==> src/design/rste_pkg.sv <==
// Shared types, constants and code tables for the remote socket telegram encoder.
// No dependencies; used by rste_cfg_regs and remote_socket_telegram_encoder.
package rste_pkg;

    localparam int unsigned DUR_W      = 16;
    localparam int unsigned CH_W       = 3;
    localparam int unsigned PICK_W     = 2;
    localparam int unsigned CFG_IDX_W  = 2;
    localparam int unsigned WORD_W     = 24;   // preamble 4 + code 16 + phys 3 + trailer 1
    localparam int unsigned CNT_W      = 6;

    localparam logic [CNT_W-1:0] PULSE_LAST = 6'd49;
    localparam logic [CH_W-1:0]  CH_MAX     = 3'd4;

    // Register indexes on the configuration port
    localparam logic [CFG_IDX_W-1:0] CFG_SHORT_PULSE = 2'd0;
    localparam logic [CFG_IDX_W-1:0] CFG_LONG_PULSE  = 2'd1;
    localparam logic [CFG_IDX_W-1:0] CFG_START_PAUSE = 2'd2;

    localparam logic [DUR_W-1:0] SHORT_PULSE_RST = 16'd400;
    localparam logic [DUR_W-1:0] LONG_PULSE_RST  = 16'd1200;
    localparam logic [DUR_W-1:0] START_PAUSE_RST = 16'd2400;

    localparam logic [3:0] PREAMBLE = 4'b1100;

    typedef struct packed {
        logic [DUR_W-1:0] dur_short;
        logic [DUR_W-1:0] dur_long;
        logic [DUR_W-1:0] dur_pause;
    } cfg_t;

    function automatic logic [15:0] code_a(input logic [PICK_W-1:0] pick);
        logic [15:0] c;
        case (pick)
            2'd0:    c = 16'h8F24;
            2'd1:    c = 16'hC357;
            2'd2:    c = 16'h57DB;
            default: c = 16'hE5C3;
        endcase
        return c;
    endfunction

    function automatic logic [15:0] code_b(input logic [PICK_W-1:0] pick);
        logic [15:0] c;
        case (pick)
            2'd0:    c = 16'hBABA;
            2'd1:    c = 16'h1842;
            2'd2:    c = 16'h6D01;
            default: c = 16'h42F9;
        endcase
        return c;
    endfunction

    function automatic logic [2:0] phys_channel(input logic [CH_W-1:0] ch);
        logic [2:0] p;
        case (ch)
            3'd0:    p = 3'd0;
            3'd1:    p = 3'd2;
            3'd2:    p = 3'd6;
            3'd3:    p = 3'd1;
            default: p = 3'd5;
        endcase
        return p;
    endfunction

    // Bit sequence of one telegram, first bit sent in the top position
    function automatic logic [WORD_W-1:0] telegram_word(
        input logic [CH_W-1:0]   ch,
        input logic              on,
        input logic [PICK_W-1:0] pick
    );
        logic        use_a;
        logic [15:0] code;
        use_a = (ch < 3'd3) ? on : ~on;
        code  = use_a ? code_a(pick) : code_b(pick);
        return {PREAMBLE, code, phys_channel(ch), 1'b0};
    endfunction

endpackage

==> src/design/remote_socket_telegram_encoder.sv <==
// Top level of the remote socket telegram encoder: request intake, pulse sequencer
// and output register. Depends on rste_pkg and rste_cfg_regs.
//
// Usage:
//   A command request on the s_ channel (channel, switch_on, code_pick) becomes one
//   radio telegram of 50 pulse results on the m_ channel. Each result carries the
//   transmitter level and the pulse duration in microseconds; tlast marks the 50th
//   pulse. A command with channel 5..7 gives a single result with tuser (invalid)
//   set, level 0, duration 0 and tlast set.
//   A request is registered in the sequencer, which then loads its first pulse into
//   the output register. Throughput: one pulse per cycle from the output register
//   while m_tready allows it. The next command is accepted in the cycle the final
//   pulse of the current one is loaded, so telegrams run back to back with no gap.
//   The pulse counter of the sequencer counts the pulses of each telegram.
//   Stall: while m_tready is low the output register holds its pulse, the sequencer
//   holds its position and s_tready stays low until the last pulse can be loaded.
//   Reset (aresetn low, synchronous): the sequencer goes idle, the output register
//   empties and the durations return to 400, 1200 and 2400 us.
//   The user must write durations through cfg_wr_en/cfg_index/cfg_wdata while idle (unchecked).
module remote_socket_telegram_encoder (
    input  logic                            aclk,
    input  logic                            aresetn,
    // command requests
    input  logic                            s_tvalid,
    output logic                            s_tready,
    input  logic [7:0]                      s_tdata,    // channel[2:0], switch_on[3], code_pick[5:4]
    // pulse results
    output logic                            m_tvalid,
    input  logic                            m_tready,
    output logic [23:0]                     m_tdata,    // level[0], duration_us[16:1]
    output logic                            m_tlast,    // last
    output logic                            m_tuser,    // invalid
    // configuration writes
    input  logic                            cfg_wr_en,
    input  logic [rste_pkg::CFG_IDX_W-1:0]  cfg_index,
    input  logic [rste_pkg::DUR_W-1:0]      cfg_wdata
);

    rste_pkg::cfg_t cfg;

    rste_cfg_regs u_cfg (
        .aclk      (aclk),
        .aresetn   (aresetn),
        .cfg_wr_en (cfg_wr_en),
        .cfg_index (cfg_index),
        .cfg_wdata (cfg_wdata),
        .cfg       (cfg)
    );

    // unpack the request
    logic [rste_pkg::CH_W-1:0]   s_channel;
    logic                        s_switch_on;
    logic [rste_pkg::PICK_W-1:0] s_code_pick;
    assign s_channel   = s_tdata[2:0];
    assign s_switch_on = s_tdata[3];
    assign s_code_pick = s_tdata[5:4];

    // sequencer state
    logic                          busy_reg, busy_next;
    logic [rste_pkg::CNT_W-1:0]    cnt_reg, cnt_next;
    logic [rste_pkg::WORD_W-1:0]   bits_reg, bits_next;
    logic                          inv_reg, inv_next;

    // output register
    logic                          m_valid_reg, m_valid_next;
    logic                          level_reg, level_next;
    logic [rste_pkg::DUR_W-1:0]    dur_reg, dur_next;
    logic                          last_reg, last_next;
    logic                          invalid_reg, invalid_next;

    logic out_load;     // output register can take a pulse this cycle
    logic gen_fire;     // sequencer moves one pulse into the output register
    logic pulse_last;   // current pulse ends the command
    logic s_fire;
    logic half;         // second half of a bit: the low pulse
    logic long_sel;

    assign out_load   = !m_valid_reg || m_tready;
    assign gen_fire   = busy_reg && out_load;
    assign pulse_last = inv_reg || (cnt_reg == rste_pkg::PULSE_LAST);
    assign s_tready   = !busy_reg || (out_load && pulse_last);
    assign s_fire     = s_tvalid && s_tready;

    // Pulses 0 and 1 are the start pulse and pause; from pulse 2 on, even counts
    // are the high half of a bit and odd counts the low half.
    assign half     = cnt_reg[0];
    assign long_sel = bits_reg[rste_pkg::WORD_W-1] ^ half;

    always_comb begin
        level_next   = level_reg;
        dur_next     = dur_reg;
        last_next    = last_reg;
        invalid_next = invalid_reg;
        cnt_next     = cnt_reg;
        bits_next    = bits_reg;
        inv_next     = inv_reg;
        busy_next    = busy_reg;
        m_valid_next = m_valid_reg;

        if (m_tready) begin
            m_valid_next = 1'b0;
        end

        if (gen_fire) begin
            m_valid_next = 1'b1;
            last_next    = pulse_last;
            invalid_next = inv_reg;
            if (inv_reg) begin
                level_next = 1'b0;
                dur_next   = '0;
            end else if (cnt_reg == '0) begin
                level_next = 1'b1;
                dur_next   = cfg.dur_short;
            end else if (cnt_reg == rste_pkg::CNT_W'(1)) begin
                level_next = 1'b0;
                dur_next   = cfg.dur_pause;
            end else begin
                level_next = ~half;
                dur_next   = long_sel ? cfg.dur_long : cfg.dur_short;
                // advance to the next bit after its low half
                if (half) begin
                    bits_next = {bits_reg[rste_pkg::WORD_W-2:0], 1'b0};
                end
            end
            cnt_next = cnt_reg + rste_pkg::CNT_W'(1);
            if (pulse_last) begin
                busy_next = 1'b0;
            end
        end

        if (s_fire) begin
            busy_next = 1'b1;
            cnt_next  = '0;
            bits_next = rste_pkg::telegram_word(s_channel, s_switch_on, s_code_pick);
            inv_next  = (s_channel > rste_pkg::CH_MAX);
        end
    end

    always_ff @(posedge aclk) begin
        if (!aresetn) begin
            busy_reg    <= 1'b0;
            m_valid_reg <= 1'b0;
        end else begin
            busy_reg    <= busy_next;
            m_valid_reg <= m_valid_next;
        end
    end

    always_ff @(posedge aclk) begin
        cnt_reg     <= cnt_next;
        bits_reg    <= bits_next;
        inv_reg     <= inv_next;
        level_reg   <= level_next;
        dur_reg     <= dur_next;
        last_reg    <= last_next;
        invalid_reg <= invalid_next;
    end

    assign m_tvalid = m_valid_reg;
    assign m_tdata  = {7'd0, dur_reg, level_reg};
    assign m_tlast  = last_reg;
    assign m_tuser  = invalid_reg;

endmodule

==> src/design/rste_cfg_regs.sv <==
// Configuration register bank: pulse and pause durations.
// Depends on rste_pkg.
module rste_cfg_regs (
    input  logic                            aclk,
    input  logic                            aresetn,
    input  logic                            cfg_wr_en,
    input  logic [rste_pkg::CFG_IDX_W-1:0]  cfg_index,
    input  logic [rste_pkg::DUR_W-1:0]      cfg_wdata,
    output rste_pkg::cfg_t                  cfg
);

    rste_pkg::cfg_t cfg_reg;
    rste_pkg::cfg_t cfg_next;

    always_comb begin
        cfg_next = cfg_reg;
        if (cfg_wr_en) begin
            case (cfg_index)
                rste_pkg::CFG_SHORT_PULSE: cfg_next.dur_short = cfg_wdata;
                rste_pkg::CFG_LONG_PULSE:  cfg_next.dur_long  = cfg_wdata;
                rste_pkg::CFG_START_PAUSE: cfg_next.dur_pause = cfg_wdata;
                default:                   cfg_next = cfg_reg;   // drop unknown index
            endcase
        end
    end

    always_ff @(posedge aclk) begin
        if (!aresetn) begin
            cfg_reg.dur_short <= rste_pkg::SHORT_PULSE_RST;
            cfg_reg.dur_long  <= rste_pkg::LONG_PULSE_RST;
            cfg_reg.dur_pause <= rste_pkg::START_PAUSE_RST;
        end else begin
            cfg_reg <= cfg_next;
        end
    end

    assign cfg = cfg_reg;

endmodule
==> config.mk <==
export PLATFORM = sky130hd
export DESIGN_NAME = remote_socket_telegram_encoder
export DESIGN_NICKNAME = d
export VERILOG_FILES = /design/src/design/rste_pkg.sv /design/src/design/remote_socket_telegram_encoder.sv /design/src/design/rste_cfg_regs.sv
export SDC_FILE = /design/constraint.sdc
export NUM_CORES = 1
export LEC_CHECK = 0
export BUFFER_PORTS_ARGS = -buffer_cell sky130_fd_sc_hd__buf_2
export CAP_MARGIN = 20
export CORE_MARGIN = 1.5
export CORE_UTILIZATION = 50
export CTS_CLUSTER_DIAMETER = 60
export DETAILED_ROUTE_END_ITERATION = 10
export PLACE_DENSITY_LB_ADDON = 0.05
export SLEW_MARGIN = 15
export SYNTH_ARGS = -nofsm -noshare
export SYNTH_HDL_FRONTEND = slang
export SYNTH_HIERARCHICAL = 1
export SYNTH_SLANG_ARGS = --single-unit
==> constraint.sdc <==
create_clock -name aclk -period 6 [get_ports aclk]
set_input_delay 0.6 -clock aclk [delete_from_list [all_inputs] [get_ports aclk]]
set_output_delay 0.6 -clock aclk [all_outputs]
set_load 0.05 [all_outputs]
==> results by group <==
Layout
  – Proportion of layout cells with a drive suffix above 1: 0.2021
  – Area Overhead vs Synth: 10.24%
  – Core Util, Final: 0.5687
  – Number of antenna diodes: 0
  – Layout Cells excl Fill: around 610
  – Final #Nets: ~520
  – Max reg flops: 48

Routing
  – Post-Route WL: 9.424 mm
  – Residual DRC: 0
  – Routed len/inst: 15.35 um
  – First DRT Iteration DRCs: ~150
  – DRT antenna net count: 0
  – DRT Pass-1 Iters: 5
  – Vias: approximately 3200
  – Routed vias/inst: about 5.2

Floorplanning
  – Row cnt: 35
  – Die H: 100.9 um
  – Die area: about 10000 um^2
  – Top Ports: a little under 60
  – Initial cell density of the core: 0.5159
  – Die Width: 100.9 um
  – CORE AREA: 9284 um^2

STA
  – Final Setup Violations: 0
  – Final hold viol count: 0
  – Max Fclk: around 0.32 GHz
  – Crit share post-route: 0.5256
  – Setup WS post-layout: ~2.8 ns
  – Rel. slew slack: 0.3612
  – Setup TNS: 0 ns
  – Actual slew at the worst max-slew pin: about 0.96 ns
  – Clock Skew: 0.006342 ns
  – Final min period: 3.154 ns
  – Final slew viol count: 0
  – RSZ-0062 raised after global routing: false

Logic synthesis
  – #FFs+latches synth: 99
  – EDFF count, synth: 39
  – Post-synthesis area per instance: between 10 and 15 um^2
  – Synth top area cells: dfxtp_1, edfxtp_1, mux2i_1
  – Synth top area share: 0.2508
  – Cell Area, Synth: 4790 um^2
  – Sequential share of the synthesized area: 0.4953
  – Distinct cells, synth: 46
  – Leading area contributor after synthesis: dfxtp_1
  – Synthesized instance count: about 440
  – Syn. warnings: 6
  – Asr flop ratio synth: 0
  – Ys flop type: dfxtp_1

Placement
  – Setup slack after placement: 2.800 ns
  – Hpwl dp: roughly 6 mm
  – GPL Wtd Cong: 0.7690
  – Placed insts: approximately 600
  – Number of I/O port buffers: 49

Setup path
  – CP max FO: 28
  – Crit end category: register
  – Startpoint Class: register
  – Slowest CP cell: a31oi_4
  – Worst reg2reg path depth: 4
  – Critical Path AT: approximately 3.2 ns
  – Required time of the critical path: approximately 6.0 ns
  – Crit path kind: reg2reg
  – CP cell instances: ha_1 -> nand4_1 -> a31oi_4 -> or2_2
  – Slowest stage delay, CP: between 0.8 and 0.9 ns

Clock network
  – Quantity of hold-fixing buffers added after cts: 0
  – CTS tree: yes
  – Reg clk slew, reported paths: 0.09 ns
  – Clock Path Buffers: 2
  – Total CTS buffers: 9
  – Worst skew pair latency: about 0.37 ns
  – H-tree Lvls: 3
  – Post_cts resized: 0
  – CTS root buffer: clkbuf_8
  – CTS Sinks: a little under 100
  – Setup bufs post-CTS: 0

GRT
  – Total GRT Usage: 0.2005
  – GR peak layer: met2
  – M1 GR Usage: 0.2813
  – Antenna violations before repair: 0
  – Overflow after GRT: 0
  – Largest net degree at the start of global routing: 71
  – Global-route track usage on met2: 0.3134
  – Vias in the first global route: roughly 3100
  – GR Layer Usage met3: 0.04785
  – Wire length of the first global-routing pass: approximately 16 mm

Status
  – Status: completed

Power
  – Total power: between 1.5 and 2 mW
  – Static Leakage: between 2 and 2.5 nW
  – PwrDens: roughly 290 nW/um^2
  – Peak VDD IR: between 0.1 and 0.15 mV

Run
  – Number of max-cap violations: 0

Worst hold path
  – Worst hold stages: 2
  – Worst Hold Class: reg2reg
-- area by class of cell --
cell class                      count  area, um^2
Inverter                           21       78.83
Clock buffer                       13       191.4
Timing Repair Buffer               56       297.8
Sequential cell                    99        2372
Clock inverter                      3       47.55
Fill cell                         869        4004
Multi-Input combinational cell    293        2131
Tap cell                          129       161.4
-- synth_stat cells (2+ instances only) --
cell,instances
a21oi_1,5
a221o_1,4
a22o_1,12
and2_1,2
and3b_2,2
buf_12,2
buf_2,8
buf_4,10
buf_6,3
clkbuf_1,11
dfxtp_1,60
edfxtp_1,39
ha_1,10
inv_1,21
mux2_2,11
mux2_4,5
mux2i_1,62
nand2_1,72
nand3_1,14
nand3b_1,3
nand4_1,2
nand4b_1,3
nor2_1,16
nor2b_1,13
nor3_1,2
nor3b_2,2
nor4bb_1,4
o211ai_1,3
o21a_1,2
o21ai_0,14
or2_2,2
xnor2_1,6
xor2_1,3
-- path summary, 6_finish.rpt --
| check | start | end | slack, ns |
|---|---|---|---|
| worst max-delay path | cnt_reg[0]$_SDFFE_PN0P_ | bits_reg[2]$_DFFE_PP_ | 2.85 |
| worst min-delay path | u_cfg/cfg[24]$_SDFFE_PN0P_ | u_cfg/cfg[24]$_SDFFE_PN0P_ | 0.46 |
| worst min register to register | u_cfg/cfg[24]$_SDFFE_PN0P_ | u_cfg/cfg[24]$_SDFFE_PN0P_ | 0.46 |
| worst max register to register | cnt_reg[0]$_SDFFE_PN0P_ | bits_reg[2]$_DFFE_PP_ | 2.85 |
-- per-stage QoR --
step,hold WS [ns],area [um^2]
4_1_cts,0.4604,5280
5_1_grt,0.4828,5280
6_report,0.4640,5280
3_5_place_dp,0.4448,5041
3_3_place_gp,0.4407,5041
2_1_floorplan,0.4296,4812
-- where the power goes --
part           internal [mW]  switching (mW)
Clock                  0.258           0.232
Combinational         0.0948           0.172
Sequential             0.747          0.0178
-- cell usage in the layout (no fill, tap or decap), types with 6 or more instances in the layout --
cell,synthesis,layout
ha_1,10,10
buf_4,10,7
conb_1,1,7
inv_1,21,21
a22o_1,12,12
mux2_2,11,11
buf_2,8,49
o21ai_0,14,14
nor2_1,16,16
clkbuf_8,0,10
nor2b_1,13,13
nand2_1,72,72
edfxtp_1,39,39
xnor2_1,6,6
mux2i_1,62,62
dfxtp_1,60,60
nand3_1,14,14
-- worst max-delay path: cells and delay by family (launching register included) --
kind / cells / cell delay, ns
AOI/OAI and AO/OA: 1 / 0.85
adders and majority gates: 1 / 0.65
DFF: 1 / 0.44
and+or+nand+nor: 2 / 0.86
-- logic make-up after synthesis --
family / Yosys count / synth area share
AO/OA/AOI/OAI: 46 / 0.07550
XOR/XNOR: 9 / 0.01646
adder cells (fa/ha/maj): 10 / 0.02612
buffers and inverters: 55 / 0.06453
flip-flops: 99 / 0.4953
multiplexers: 78 / 0.1711
other: 1 / 0.0007829
AND/OR/NAND/NOR: 143 / 0.1502
-- metal layers --
layer  share of wire  routed length [um]
met2            0.47                4421
met3           0.036                 342
met1            0.49                4580
met5               0                   0
met4          0.0086                  81
Power figures use the tool's default switching activity.
